File: config.mk
export PLATFORM = sky130hd
export DESIGN_NAME = pkhtlp_ram
export DESIGN_NICKNAME = d
export VERILOG_FILES = /design/src/rtl/pair_key_hash_table_linear_probe_top_macros.svh /design/src/rtl/pkhtlp_ram.sv
export SDC_FILE = /design/constraint.sdc
export NUM_CORES = 1
export LEC_CHECK = 0
export BUFFER_PORTS_ARGS = -buffer_cell sky130_fd_sc_hd__buf_2
export CAP_MARGIN = 0
export CORE_MARGIN = 3
export CORE_UTILIZATION = 35
export DETAILED_ROUTE_END_ITERATION = 10
export MAX_ROUTING_LAYER = met4
export PLACE_DENSITY = 0.48
export SETUP_SLACK_MARGIN = 0.15
export SKIP_CTS_REPAIR_TIMING = 1
export SLEW_MARGIN = 20
export SYNTH_ARGS = -nofsm -noshare
export SYNTH_HDL_FRONTEND = slang
export SYNTH_SLANG_ARGS = --single-unit
File: constraint.sdc
create_clock -name clock -period 3 [get_ports clock]
set_input_delay 0.45 -clock clock [delete_from_list [all_inputs] [get_ports clock]]
set_output_delay 0.45 -clock clock [all_outputs]
set_load 0.005 [all_outputs]
File: src/rtl/pair_key_hash_table_linear_probe_top_macros.svh
// Assertion macros used by the hash table RTL.
`ifndef PAIR_KEY_HASH_TABLE_LINEAR_PROBE_TOP_MACROS_SVH
`define PAIR_KEY_HASH_TABLE_LINEAR_PROBE_TOP_MACROS_SVH

// same-cycle implication, sampled on clock, off during reset
`define PKHTLP_ASSERT_NOW(lbl, ante, cons, msg) \
   lbl: assert property (@(posedge clock) disable iff (reset) (ante) |-> (cons)) \
      else $error(msg);

// next-cycle implication, sampled on clock, off during reset
`define PKHTLP_ASSERT_NEXT(lbl, ante, cons, msg) \
   lbl: assert property (@(posedge clock) disable iff (reset) (ante) |=> (cons)) \
      else $error(msg);

`endif

File: src/rtl/pkhtlp_ram.sv
// Generic single-write, single-read RAM with registered read data.
module pkhtlp_ram #(
   parameter int WIDTH = 8,
   parameter int DEPTH = 16
) (
   input  logic                     clock,
   input  logic                     wr_en,
   input  logic [$clog2(DEPTH)-1:0] wr_addr,
   input  logic [WIDTH-1:0]         wr_data,
   input  logic                     rd_en,
   input  logic [$clog2(DEPTH)-1:0] rd_addr,
   output logic [WIDTH-1:0]         rd_data
);

   logic [WIDTH-1:0] mem [DEPTH];
   logic [WIDTH-1:0] rd_data_ff;

   always_ff @(posedge clock) begin
      if (wr_en) begin
         mem[wr_addr] <= wr_data;
      end
      if (rd_en) begin
         rd_data_ff <= mem[rd_addr];
      end
   end

   assign rd_data = rd_data_ff;

endmodule

-- Yosys cells after proc, flatten, opt, wreduce, memory -nomap -nowiden
Memory sizes are Yosys's and may differ from the RTL's. A register that Yosys moved wholly into a read port is not among the register bits.
Index checks and enable logic that the tools add are counted.
- mux-type cells: 2
- operators with widths (operator ; count):
    2-to-1 mux 1 bit ; 2
- flip-flop bits (word level): 0
- bits in writable memories: 128
- input bits: 19
- output and inout bits: 8
- logic and storage cells: 3
- memories kept: 1
- memory list (name ; depth ; width ; rd ports ; clocked after memory_dff ; write ports ; line ; RTL):
    mem ; 16 ; 8 ; 1 ; 1 ; 1 ; pkhtlp_ram.sv:15 ; logic [WIDTH-1:0] mem [DEPTH];

-- Longest topological paths before layout
- depth in word-level cells: 2
- mapped depth: 5
- mapped depth without buffers: 3

-- Worst setup path before layout
Ideal clock, no wire load.
- kind: input to register
- start point: input port wr_addr[2]
- end point: memory mem[0][0], enable pin
- library setup time: 0.383 ns
- arrival: 1.560 ns
- data required time: 2.617 ns
- setup slack: 1.057 ns
- stages on the path: 2
- path buffers: 0
- path through: or3b_2 -> nor3_1
- RTL lines (element ; line ; RTL):
    start: declaration ; pkhtlp_ram.sv:8 ; input logic [$clog2(DEPTH)-1:0] wr_addr,
    end: declaration ; pkhtlp_ram.sv:15 ;
No word-level cell before the write port.

==> summary.md <==
| Metric | Value |
|---|---|
| Clk buf depth | 2 |
| Layout Nets | about 310 |
| Vias | around 2,400 |
| Post-Synthesis Cells | about 230 |
| # setup viols final | 0 |
| DR pass1 iterations | 4 |
| Setup_tns | 0 ps |
| Num CTS Buffers | 17 |
| P per Cell Area | just under 700 nW/um^2 |
| Die area | 16,400 um^2 |
| Layout area overhead | 19.6% |
| IR drop worst, VDD | roughly 0.39 mV |
| Antenna violations before repair | 0 |
| Worst Path Max Fanout | 16 |
| Hold EP | rd_data[1]$_DFFE_PP_ |
| Vias in the first global route | ~2,600 |
| CORE AREA | ~15,000 um^2 |
| Min Tclk post-route | approximately 1900 ps |
| HP Class | in2reg |
| Clock slew at reported path FFs | approximately 60 ps |
| Fin Hold WS | approximately 400 ps |
| DR WL/cell | 21.9 um |
| CP Launch Type | input pin |
| Tcrit/Tclk final | 63.5% |
| R2r endpoint | rd_data[1]$_DFFE_PP_ |
| Largest net degree at the start of global routing | 22 |
| Avg Cell Area, Syn | about 23 um^2 |
| Status | complete, no violations |
| First-pass GRT wire length | between 15,000 and 20,000 um |
| Worst Hold Depth | 1 |
| Seq cells post-synth | 136 |
| Grt ovf | 0 |
| Slew @ Worst Pin | 777 ps |
| Hold Vio Cnt, Final | 0 |
| Vias/cell | 5.02 |
| Unrepaired setup endpoints after global routing | false |
| Port Buf Inserts | 26 |
| Gr usage total | between 10% and 20% |
| Layout cells sized above 1 | approximately 30% |
| Placement Cell Area | approximately 5700 um^2 |
| Post-DP HPWL | between 6000 and 7000 um |
| Max Cap Viol | 0 |
| Synth Warn # | 0 |
| R2R setup slack | roughly 1500 ps |
| P_leak | ~2.1 nW |
| Total Power | about 4.3 mW |
| Setup crit start | rd_addr[0] |
| Net Count, Synth | 248 |
| Max Clock Skew | 5.02 ps |
| Worst hold start | rd_en |
| Die width | roughly 130 um |
| DR iter-0 viols | 165 |
| Count of different cell masters after synthesis | 18 |
| Non-filler cells, final | between 400 and 500 |
| Worst-Skew Late Latency | roughly 410 ps |
| Worst EP required | 3160 ps |
| Clock tree sinks | around 140 |
| Max-slew violations | 0 |
| Finished Core Util | between 40 and 50% |
| Reg2Reg Depth | 3 |
| Placed insts | between 400 and 500 |
| Number of nets still failing antenna checks after routing | 0 |
| Netlist Area Pre-Place | between 5000 and 6000 um^2 |
| Worst R2R Start | mem[10][1]$_DFFE_PP_ |
| # fillers | roughly 1,300 |
| Critical path endpoint category | flip-flop |
| Initial core utilization | a little over a third |
| Setup CP Type | in2reg |
| # rows | 44 |
| CTS tree | done |
| I/O Pins | 27 |
| Chip height | approximately 130 um |
| Routability congestion estimate | approximately 0.71 |
| Antenna Cells | 0 |
| Place WS | about 590 ps |
| Slew HR | about half |
| F_max | 525 MHz |
| Synth area leaders | edfxtp_1, mux4_2, mux4_1 |
| Total wire length | 10,600 um |
| Critical Path AT | between 2000 and 2500 ps |
| Seq/Total Area, Yosys | between 70% and 80% |
| Share of the synthesized area in the top cell type | approximately four fifths |
| PnR worst setup slack | roughly 1100 ps |
| Design Area, Final | between 6000 and 7000 um^2 |
| Largest area contributor in the netlist | edfxtp_1 |
| DRC | 0 |
| CTS root buf | clkbuf_16 |
| H-tree levels | 4 |
==> cells in the final DEF (no fill, tap or decap), types with 3 or more instances in the layout <==
cell	n
clkinv_2	4
a22oi_1	16
nand2_1	9
mux4_2	18
clkbuf_1	5
buf_2	26
edfxtp_1	136
clkbuf_16	17
nor2_1	13
buf_12	3
mux4_1	14
nor3_1	4
buf_4	19
==> where the power goes <==
group | switching [mW] | total, mW | internal [mW]
logic | 0.113 | 0.201 | 0.0875
clock network | 0.723 | 1.93 | 1.21
registers | 0.0108 | 2.15 | 2.14
total | 0.847 | 4.29 | 3.44
==> per-layer routing <==
layer | vias up | routed length, um | GRT usage (%) | part of all wire (%)
li1 | 1095 | - | - | -
met3 | 14 | 493 | 4.96 | 4.7
met2 | 57 | 4940 | 21.1 | 47
met4 | 0 | 138 | 4.31 | 1.3
met5 | - | 0 | - | 0
met1 | 1261 | 5020 | 19.8 | 47
==> final cells by class <==
type / count / area [um^2] / area share (%)
tap: 184 / 230 / 3.68
clock inverter: 10 / 104 / 1.66
timing repair buffer: 48 / 333 / 5.32
clock buffer: 22 / 444 / 7.10
sequential: 136 / 4080 / 65.3
multi-input combinational: 83 / 1060 / 16.9
==> state kept, by name, indices dropped and copies added (netlist names) <==
signal,cells
mem,128
rd_data,8
==> how the worst max path moves through the flow <==
stage | end | depth (start not counted) | slack, ps
floorplan | mem[0][0]$_DFFE_PP_ | 2 | 1060
CTS | rd_data[5]$_DFFE_PP_ | 5 | 1030
global route | rd_data[0]$_DFFE_PP_ | 5 | 950
detailed placement | rd_data[5]$_DFFE_PP_ | 5 | 590
finish | rd_data[5]$_DFFE_PP_ | 5 | 1100
global placement | rd_data[5]$_DFFE_PP_ | 5 | 600
==> synthesized netlist by cell type (all sizes together) <==
cell type	n
nor2b	1
and2	1
clkdlybuf4s25	3
nand3	1
mux4	32
or3b	1
edfxtp	136
nand2	9
nand3b	2
a22oi	16
and2b	1
buf	7
nor3	4
nor2	13
nand2b	2
==> worst max-delay path, stage by stage <==
cell and delay [ps]:
buf_2 490, buf_12 230, mux4_1 550, a22oi_1 260, nand2_1 80
==> cell families (layout without fill, tap and decap cells) <==
logic type / count (synthesis) / after routing / synth area share, %
buf+inv: 10 / 80 / 1.65
compound gates: 16 / 16 / 2.30
mux: 32 / 32 / 14.8
simple gates: 35 / 35 / 3.14
flops: 136 / 136 / 78.1
Power figures use the tool's default switching activity.
